==> config.mk <==
export PLATFORM = sky130hd
export DESIGN_NAME = voxr_div
export DESIGN_NICKNAME = d
export VERILOG_FILES = /design/src/hw/rtl/voxr_pkg.sv /design/src/hw/rtl/voxr_div.sv
export SDC_FILE = /design/constraint.sdc
export NUM_CORES = 1
export LEC_CHECK = 0
export BUFFER_PORTS_ARGS = -buffer_cell sky130_fd_sc_hd__buf_2
export CORE_ASPECT_RATIO = 0.9
export CORE_MARGIN = 2
export CORE_UTILIZATION = 48
export CTS_CLUSTER_SIZE = 25
export DETAILED_ROUTE_END_ITERATION = 6
export PLACE_DENSITY = 0.83
export SETUP_SLACK_MARGIN = 0.5
export SYNTH_ARGS = -nofsm -noshare
export SYNTH_HDL_FRONTEND = slang
export SYNTH_SLANG_ARGS = --single-unit
export TNS_END_PERCENT = 50
==> constraint.sdc <==
create_clock -name clock -period 2.6 [get_ports clock]
set_clock_uncertainty 0.05 [all_clocks]
set_input_delay 0.52 -clock clock [delete_from_list [all_inputs] [get_ports clock]]
set_output_delay 0.52 -clock clock [all_outputs]
set_load 0.01 [all_outputs]
==> src/hw/rtl/voxr_pkg.sv <==
package voxr_pkg;

   typedef enum logic [7:0] {
      ST_CLEAR = 8'b0000_0001,
      ST_IDLE  = 8'b0000_0010,
      ST_SETUP = 8'b0000_0100,
      ST_DIVW  = 8'b0000_1000,
      ST_WALK  = 8'b0001_0000,
      ST_TEST  = 8'b0010_0000,
      ST_STEP  = 8'b0100_0000,
      ST_DONE  = 8'b1000_0000
   } state_type;

   localparam logic [1:0] OP_WRITE = 2'd0;
   localparam logic [1:0] OP_BREAK = 2'd1;
   localparam logic [1:0] OP_PLACE = 2'd2;

   localparam logic REG_PLACED_TYPE = 1'b0;

   localparam logic [31:0] DIST_MAX = 32'hFFFF_FFFF;
   localparam int          DIV_BITS = 31;

   // packed from the top down so that hit lands in bit 0
   typedef struct packed {
      logic       edited;
      logic [1:0] normal_z;
      logic [1:0] normal_y;
      logic [1:0] normal_x;
      logic [3:0] hit_z;
      logic [3:0] hit_y;
      logic [3:0] hit_x;
      logic       hit;
   } result_type;

   typedef struct packed {
      logic                start;
      logic [DIV_BITS-1:0] num;
      logic [15:0]         den;
   } div_req_type;

   typedef struct packed {
      logic                done;
      logic [DIV_BITS-1:0] quo;
   } div_rsp_type;

endpackage

==> src/hw/rtl/voxr_div.sv <==
module voxr_div import voxr_pkg::*; (
   input  logic        clock,
   input  logic        reset,
   input  div_req_type req,
   output div_rsp_type rsp
);

   logic [DIV_BITS-1:0] q_ff, q_in;
   logic [15:0]         rem_ff, rem_in;
   logic [4:0]          cnt_ff, cnt_in;
   logic                busy_ff, busy_in;
   logic                done_ff, done_in;
   logic [16:0]         shifted;
   logic                fits;

   always_comb begin
      q_in    = q_ff;
      rem_in  = rem_ff;
      cnt_in  = cnt_ff;
      busy_in = busy_ff;
      done_in = 1'b0;
      shifted = {rem_ff, q_ff[DIV_BITS-1]};
      fits    = shifted >= {1'b0, req.den};
      if (req.start) begin
         q_in    = req.num;
         rem_in  = '0;
         cnt_in  = 5'(DIV_BITS);
         busy_in = 1'b1;
      end else if (busy_ff) begin
         // one quotient bit per cycle, remainder stays below the divisor
         rem_in = fits ? 16'(shifted - {1'b0, req.den}) : shifted[15:0];
         q_in   = {q_ff[DIV_BITS-2:0], fits};
         cnt_in = cnt_ff - 5'd1;
         if (cnt_ff == 5'd1) begin
            busy_in = 1'b0;
            done_in = 1'b1;
         end
      end
   end

   always_ff @(posedge clock) begin
      if (reset) begin
         busy_ff <= 1'b0;
         done_ff <= 1'b0;
      end else begin
         busy_ff <= busy_in;
         done_ff <= done_in;
      end
      q_ff   <= q_in;
      rem_ff <= rem_in;
      cnt_ff <= cnt_in;
   end

   assign rsp.done = done_ff;
   assign rsp.quo  = q_ff;

endmodule

==> results of run 1 <==
## final cells by class
type                       instances  area [um2]
inverter                          27       111.4
tap                               90       112.6
clock inverter                     1       30.03
timing repair buffer             107       611.8
fill                             557        2405
multi-input combinational        220        1800
sequential                        54        1394
clock buffer                       7       86.33
## flip-flops by register name, indices dropped and copies added, names as in the netlist
name     flops
busy_ff      1
cnt_ff       5
done_ff      1
q_ff        31
rem_ff      16
## per-layer routing
layer  track usage [%]  routed length, um  vias to the layer above
met1             25.55               3388                     1286
met2             33.51               3810                       68
li1                  -                  -                     1363
met5                 0                  0                        -
met4             6.154                 97                        0
met3             2.844                282                        9
## metrics by stage
step                      setup WS, ns  area, um2  utilization [%]  instances
after CTS                       0.3024       4116            62.83        505
after global placement       -0.001194       3965            60.52        495
after floorplan                 0.1718       3372                -        317
after detailed placement      -0.03061       3965            60.52        495
final                           0.2933       4146            63.29        506
after global routing            0.1763       4146            63.29        506
## power by group through the flow
stage | clock network (uW) | logic (uW) | registers, uW
4_1_cts | 588 | 514 | 1030
2_1_floorplan | 0 | 303 | 1070
3_5_place_dp | 0 | 509 | 1050
3_3_place_gp | 0 | 495 | 1040
6_report | 574 | 522 | 1030
5_1_grt | 613 | 573 | 1040
## cells in the mapped netlist, types with 4 or more instances
library cell and instances:
mux2i_1 4, dfxtp_1 23, clkbuf_1 9, ha_1 18
inv_1 27, nand2b_1 9, nor3_1 4, a211oi_1 7
and3_1 6, a21oi_1 14, xor2_1 4, nor2b_1 4
mux2_2 30, nand3_1 8, edfxtp_1 31, nand2_1 20
a311oi_1 4, nor2_1 19, xnor2_1 9, o21ai_0 10
## cells by family (layout without fill, tap and decap cells)
group	count (synthesis)	in the layout	share of synthesized area (%)
xor gates and xnor gates	13	13	3.509
AOI/OAI and AO/OA	68	68	15.31
and+or+nand+nor	86	86	13.69
DFF	54	54	42.88
muxes	34	34	11.65
adders and majority gates	19	19	7.559
buffers and inverters	43	142	5.399
## final timing paths
path | from | cells past startpoint | end | slack (ns)
setup / recovery | rem_ff[13] | 8 | rem_ff[2] | 0.29
hold / removal | reset | 2 | busy_ff | 0.33
setup reg to reg | rem_ff[13] | 8 | rem_ff[2] | 0.29
hold reg to reg | rem_ff[7] | 2 | rem_ff[7] | 0.46
## cells in the final DEF (no fill, tap or decap), types with 3 or more instances in the layout
| cell | count |
|---|---|
| buf_2 | 81 |
| buf_4 | 23 |
| mux2_2 | 30 |
| a211oi_1 | 7 |
| o21ai_0 | 9 |
| o21bai_1 | 3 |
| ha_1 | 11 |
| a311oi_1 | 4 |
| inv_1 | 24 |
| mux2i_1 | 4 |
| nor4_1 | 3 |
| nand3_1 | 7 |
| nand2_1 | 20 |
| nor2b_1 | 3 |
| dfxtp_1 | 21 |
| ha_4 | 6 |
| edfxtp_1 | 31 |
| nor3_1 | 4 |
| buf_6 | 3 |
| xor2_1 | 4 |
| nand2b_1 | 9 |
| a21o_1 | 3 |
| xnor2_1 | 9 |
| a31oi_1 | 3 |
| and3_1 | 6 |
| nor2_1 | 19 |
| clkbuf_8 | 6 |
| a21oi_1 | 10 |
| a32oi_1 | 3 |
## timing repair
action	in CTS	in global routing
cloned	0	0
setup buffers	2	1
hold endpoints to repair	0	0
pin swaps	1	0
setup endpoints to repair	17	17
resized for setup	7	4
==> metrics, run 1 <==
CTS buffer count 5; vias per cell 5.387; Setup TNS Final 0 ns; Clock Sink Count 54; # Max-Cap Violations 0; Async S/R FF share, synth 0%; IO Pins 82; Yosys Warn Count 0; drt wl/cell 14.98 um; first-pass GRT wire length 11560 um; DRC 0; Pins Over Slew Limit 0; synth top area cells edfxtp_1 29%, dfxtp_1 14%, mux2_2 10%; Top delay family on crit path compound AO/OA/AOI/OAI gates; Worst setup EP type flip-flop; slowest cell delay on critical path roughly 0.35 ns; P_leak ~0.0018 uW; FP Rows 28; die height 82.00 um; CP Cell Sequence ha_4, a21o_1, a211o_1, or3_4, o31ai_4, buf_6, mux2i_1, a211oi_1; area leader, netlist edfxtp_1; ys flop type edfxtp_1; Flop pwr share approximately half; Setup CP Type reg2reg; post-synth cell types 56; Layout area overhead 27.81%; logic gate share of total power between 20% and 30%; Final Routed Wirelength between 7000 and 8000 um; Sw Pwr about 570 uW; Max Clock Freq approximately 0.43 GHz; final net count 484; Tcrit/Tclk final 88.72%; Initial DRC Count 120; Overflow after GRT 0; die width 90.66 um; Final Hold Vio Count 0; Max-slew headroom between 60 and 70%; status completed; Synth top area share 28.69%; internal power 1555 uW; critical path peak fanout 7; Sw Share 26.83%; Startpoint Class flip-flop; initial antenna violation count 0; cts hold-fix bufs 0; pin count of the biggest net entering global routing 40; Avg Cell Area, Syn 10.23 um2; share of cells above drive strength 1 roughly two fifths; EDFF count, synth 31; Pwr Total 2126 uW; IO Port Bufs 81; DP HPWL 5763 um; Initial Utilization 49.52%; synthesized instance count 317; RSZ-0062 raised after global routing yes; Die ar. 0.007434 mm2; via count 2726; Final GP Congestion 0.9516; worst path bufs/invs 1; vias in the first global route 2520; slowest cell on the critical path dfxtp_2; Slew @ Worst Pin 0.4539 ns; Antenna Nets Post-Route 0; Power Dens Cells 512.7 mW/mm2; Worst EP arrival 2.43 ns; 1st-pass router iterations 4; CTS tree done; ant diodes 0; Clock Power Share 27.0%; sequential area share after synthesis 42.88%; Critical Path RT about 2.7 ns; CTS H-tree lvls 2; net count after synthesis 386; Final min period 2.307 ns; hold crit path type in2reg; Clock Latency Late Sink approximately 0.31 ns; Synth Register Bits 54; Root Buffer clkbuf_8; Clock Tree Buf Depth 2; clock slew at reported path FFs 0.09 ns; worst IR drop on VDD 294.8 uV; GRT Total Usage 19.41%; final number of setup-violating endpoints 0; Core ar. about 0.0066 mm2; Fin Hold WS 0.3294 ns; Netlist Area Pre-Place roughly 0.0032 mm2
Power figures use the tool's default switching activity.
==> inputs of run 2 (changes only) <==
--- a/config.mk
+++ b/config.mk
@@ -5,12 +5,14 @@
 export SDC_FILE = /design/constraint.sdc
 export NUM_CORES = 1
 export LEC_CHECK = 0
+export ABC_CLOCK_PERIOD_IN_PS = 2600
 export BUFFER_PORTS_ARGS = -buffer_cell sky130_fd_sc_hd__buf_2
 export CORE_ASPECT_RATIO = 0.9
 export CORE_MARGIN = 2
 export CORE_UTILIZATION = 48
 export CTS_CLUSTER_SIZE = 25
 export DETAILED_ROUTE_END_ITERATION = 6
+export MAX_ROUTING_LAYER = met4
 export PLACE_DENSITY = 0.83
 export SETUP_SLACK_MARGIN = 0.5
 export SYNTH_ARGS = -nofsm -noshare
==> constraint.sdc (replaced) <==
create_clock -name clock -period 2.6 [get_ports clock]
set_clock_uncertainty 0.05 [all_clocks]
set_input_delay 0.13 -clock clock [delete_from_list [all_inputs] [get_ports clock]]
set_output_delay 0.13 -clock clock [all_outputs]
set_load 0.01 [all_outputs]
==> metrics, run 2 (synthesis gave the netlist of run 1 again) <==
FP Rows 28; Root Buffer clkbuf_8; Setup TNS Final 0 ns; CTS H-tree lvls 2; Initial Utilization 49.52%; commonest non-fill, non-tap cell in the layout buf_2; worst IR drop on VDD 380.1 uV; Flop pwr share 50.8%; ant diodes 0; placed inst area 0.003804 mm2; Setup CP Type reg2reg; Max-slew headroom 65.87%; IO Port Bufs 81; die width 90.66 um; Critical Path RT 2.73 ns; Final min period 2.314 ns; Final Hold Vio Count 0; Reg area 0.001399 mm2; final number of setup-violating endpoints 0; Layout area overhead 30.35%; CTS buffer count 5; IO Pins 82; initial antenna violation count 0; RSZ-0062 raised after global routing yes; die height 82.00 um; Pwr Total 2041 uW; logic gate share of total power approximately a quarter; Antenna Nets Post-Route 0; Startpoint Class flip-flop; CTS tree done; layout filler cell count between 500 and 600; GRT Total Usage 20.37%; clock slew at reported path FFs ~0.10 ns; Initial DRC Count approximately 130; critical path peak fanout 7; Tcrit/Tclk final 88.99%; status completed; Sw Share 29.61%; Clock Power Share 23.1%; Clock Tree Buf Depth 2; Sw Pwr 604.4 uW; max reg flops 31; vias in the first global route about 2600; first-pass GRT wire length 12010 um; Worst setup EP type flip-flop; Die ar. 0.007434 mm2; # Max-Cap Violations 0; Worst EP arrival 2.45 ns; Finished Cell Area approximately 0.0042 mm2; biggest regs q_ff x31, rem_ff x16, cnt_ff x5; vias per cell 5.400; share of cells above drive strength 1 between 40% and 50%; 1st-pass router iterations 4; most frequent cells in the layout 81 x buf_2, 31 x edfxtp_1, 30 x mux2_2, 27 x inv_1, 19 x nor2_1; Clock Sink Count 54; area of the multi-input gates 0.001962 mm2; Pins Over Slew Limit 0; via count 2689; hold crit path type in2reg; Biggest register q_ff; Clock Latency Late Sink roughly 0.30 ns; Power Dens Cells 482.5 mW/mm2; Final Routed Wirelength approximately 7900 um; Overflow after GRT 0; internal power 1436 uW; DP HPWL approximately 5700 um; Max Clock Freq 0.4322 GHz; Core ar. 0.006551 mm2; pin count of the biggest net entering global routing 32; Slew @ Worst Pin 0.5055 ns; final net count around 480; DRC 0; P_leak roughly 0.0018 uW; Final GP Congestion 0.9805; drt wl/cell 15.77 um
[run 2: changes by cell type in the layout (fill, tap and decap cells not counted), sizes merged]
cell         previous run  this run
buf                   107        98
clkinv                  0         1
dlygate4sd3             0         1
bufinv                  1         0
inv                    27        28
clkinvlp                0         1
clkbuf                  7         5
[run 2: final timing paths]
| check | slack, ns | start | endpoint | depth (start not counted) |
|---|---|---|---|---|
| max | 0.29 | rem_ff[13] | rem_ff[2] | 8 |
| min | 0.07 | req[16] | q_ff[0] | 3 |
| max reg2reg | 0.29 | rem_ff[13] | rem_ff[2] | 8 |
| min reg2reg | 0.48 | rem_ff[3] | rem_ff[3] | 2 |
[run 2: what timing repair did]
| item | CTS | global route |
|---|---|---|
| hold buffers | 1 | 0 |
| pin swaps | 5 | 6 |
| endpoints found under the hold margin | 2 | 0 |
| resized for setup | 22 | 30 |
| setup buffers | 7 | 1 |
| setup endpoints to repair | 17 | 17 |
[run 2: power by group through the flow]
stage | logic (uW) | clock network (uW) | registers, uW
2_1_floorplan | 290 | 0 | 1070
3_3_place_gp | 451 | 0 | 1050
3_5_place_dp | 467 | 0 | 1050
4_1_cts | 488 | 484 | 1030
5_1_grt | 582 | 518 | 1050
6_report | 532 | 472 | 1040
[run 2: metrics by stage]
stage | setup WS, ns | utilization (%) | instances | hold slack [ns]
final | 0.2864 | 64.55 | 498 | 0.07385
after global routing | 0.1809 | 64.55 | 498 | 0.06200
after CTS | 0.2979 | 61.57 | 497 | 0.06663
after detailed placement | 0.1945 | 58.06 | 481 | 0.2693
after global placement | 0.2442 | 58.06 | 481 | 0.2569
after floorplan | 0.3588 | - | 317 | 0.1528
[run 2: area by class of cell]
cell class	count	area share (%)
sequential	54	33.08
clock inverter	3	0.4734
timing repair buffer	99	13.37
tap	90	2.663
clock buffer	5	1.627
inverter	27	2.396
multi-input combinational	220	46.39
[run 2: worst max-delay path, cell delays in order (launching register included)]
cell	delay [ns]
dfxtp_2	0.36
ha_4	0.20
a21o_1	0.18
a211o_1	0.28
or3_4	0.35
o31ai_4	0.31
buf_6	0.19
mux2i_1	0.19
a211oi_1	0.09
[run 2: metal layers]
metal | GRT usage [%] | vias up | routed length, um
met1 | 26.11 | 1280 | 3507
met5 | - | - | 0
met2 | 35.67 | 65 | 3995
met4 | 2.308 | 0 | 19
li1 | - | 1342 | -
met3 | 3.211 | 2 | 330
==> inputs of run 3 (changes only) <==
--- a/config.mk
+++ b/config.mk
@@ -7,13 +7,14 @@
 export LEC_CHECK = 0
 export ABC_CLOCK_PERIOD_IN_PS = 2600
 export BUFFER_PORTS_ARGS = -buffer_cell sky130_fd_sc_hd__buf_2
+export CELL_PAD_IN_SITES_DETAIL_PLACEMENT = 1
+export CELL_PAD_IN_SITES_GLOBAL_PLACEMENT = 2
 export CORE_ASPECT_RATIO = 0.9
 export CORE_MARGIN = 2
-export CORE_UTILIZATION = 48
+export CORE_UTILIZATION = 30
 export CTS_CLUSTER_SIZE = 25
 export DETAILED_ROUTE_END_ITERATION = 6
-export MAX_ROUTING_LAYER = met4
-export PLACE_DENSITY = 0.83
+export PLACE_DENSITY = 0.84
 export SETUP_SLACK_MARGIN = 0.5
 export SYNTH_ARGS = -nofsm -noshare
 export SYNTH_HDL_FRONTEND = slang
==> metrics, run 3 (synthesis gave the netlist of run 1 again) <==
Reg area approximately 0.0014 mm2; Tcrit/Tclk final 91.61%; Final GP Congestion 0.8323; status completed; CTS H-tree lvls 2; CTS tree done; Initial Utilization 30.39%; GR Util met3 2.293%; area of the multi-input gates 0.001954 mm2; setup slack after layout between 0.2 and 0.25 ns; Worst EP arrival 2.50 ns; FP Rows 36; Worst setup EP type flip-flop; slowest cell delay on critical path 0.35 ns; layout filler cell count 1219; CTS buffer count 5; share of cells above drive strength 1 45.37%; R2R Setup Slk 0.22 ns; P_leak 0.001849 uW; IO Pins 82; Pins Over Slew Limit 0; Max Clock Freq 0.4199 GHz; worst IR drop on VDD 300.6 uV; initial antenna violation count 0; GRT Total Usage 15.78%; Die ar. 0.01166 mm2; placed inst area 0.003880 mm2; Critical Path RT approximately 2.7 ns; Final Routed Wirelength 9719 um; Root Buffer clkbuf_16; slowest cell on the critical path dfxtp_2; biggest regs q_ff x31, rem_ff x16, cnt_ff x5; Levels on crit path 10; worst path bufs/invs 4; Clock Sink Count 54; Biggest register q_ff; ant diodes 0; most frequent cells in the layout 81 x buf_2, 31 x edfxtp_1, 30 x mux2_2, 27 x inv_1, 25 x buf_4; post-route insts no fill 554; final core occ a little over two fifths; Overflow after GRT 0; M2 GR Usage 27.31%; DP HPWL 7075 um; drt wl/cell 17.54 um; via count 2831; die height a little over 100 um; critical path peak fanout 7; DRC 0; hold path cells 3; Slew @ Worst Pin around 0.59 ns; 1st-pass router iterations 4; vias in the first global route 2918; clock slew at reported path FFs 0.07 ns; Final min period 2.382 ns; Layout area overhead 37.33%; hold crit path type in2reg; Clock Latency Late Sink 0.29 ns; CP Cell Sequence ha_4, a21o_1, a211o_1, or3_4, o31ai_4, buf_6, buf_4, buf_6, buf_4, a311oi_1; Finished Cell Area between 0.004 and 0.005 mm2; pre-CTS setup slack 0.1677 ns; placed insts about 530; # Max-Cap Violations 0; commonest non-fill, non-tap cell in the layout buf_2; met1 Usage GRT 20.79%; pin count of the biggest net entering global routing 33; Initial DRC Count 114; IO Port Bufs 81; Max-slew headroom 60.43%; first-pass GRT wire length 14720 um; gr busiest metal met2; vias per cell 5.110; die width 113.6 um; Core ar. around 0.011 mm2; final number of setup-violating endpoints 0; final net count between 400 and 500; Startpoint Class flip-flop; cells on worst reg2reg path 10; Final Hold Vio Count 0; Clock Tree Buf Depth 2; max reg flops 31; Antenna Nets Post-Route 0; Top delay family on crit path compound AO/OA/AOI/OAI gates; Setup CP Type reg2reg; Power Dens Cells 532.6 mW/mm2; Setup TNS Final 0 ns; RSZ-0062 raised after global routing yes
==> run 3: cell count changes in the layout (fill, tap and decap cells not counted), sizes merged <==
| cell | delta |
|---|---|
| clkbuf | +1 |
| inv | -1 |
| bufinv | +1 |
| clkinv | -1 |
| buf | +13 |
==> run 3: area by class of cell <==
class / instances / share of cell area [%]
Tap cell: 133 / 3.735
Sequential cell: 54 / 31.40
Timing Repair Buffer: 112 / 15.00
Inverter: 27 / 2.275
Clock inverter: 2 / 0.8425
Clock buffer: 6 / 2.892
Multi-Input combinational cell: 220 / 43.86
==> run 3: repair_timing <==
item / in CTS / in global routing
gates resized for setup: 30 / 19
buffers inserted: 9 / 9
hold buffers: 1 / 0
pin swaps: 3 / 6
hold endpoints to repair: 2 / 0
setup endpoints to repair: 17 / 17
==> run 3: final timing paths <==
kind,start,end
max,rem_ff[13],rem_ff[0]
min,req[16],q_ff[0]
max reg2reg,rem_ff[13],rem_ff[0]
min reg2reg,rem_ff[7],rem_ff[7]
==> run 3: power by group <==
part	switching, uW	internal (uW)	leakage (uW)
registers	47.4	988	0.000503
clock network	307	455	0.0000771
logic	296	280	0.00127
total	650	1720	0.00185
==> run 3: worst reg2reg max path: stages (launching register included) <==
cell and delay [ns]:
dfxtp_2 0.35, ha_4 0.20, a21o_1 0.17, a211o_1 0.29
or3_4 0.35, o31ai_4 0.26, buf_6 0.17, buf_4 0.11
buf_6 0.12, buf_4 0.11, a311oi_1 0.09
==> run 3: layer usage <==
layer / share of wire [%] / wire [um]
met5: 0 / 0
met4: 1.2 / 114
met3: 1.7 / 165
met2: 52 / 5023
met1: 45 / 4415
==> run 3: per-stage QoR <==
stage	power, uW	hold slack (ns)
2_1_floorplan	1356	0.1528
3_3_place_gp	1528	0.2674
3_5_place_dp	1547	0.2719
4_1_cts	2352	0.07742
5_1_grt	2478	0.08393
6_report	2373	0.07235
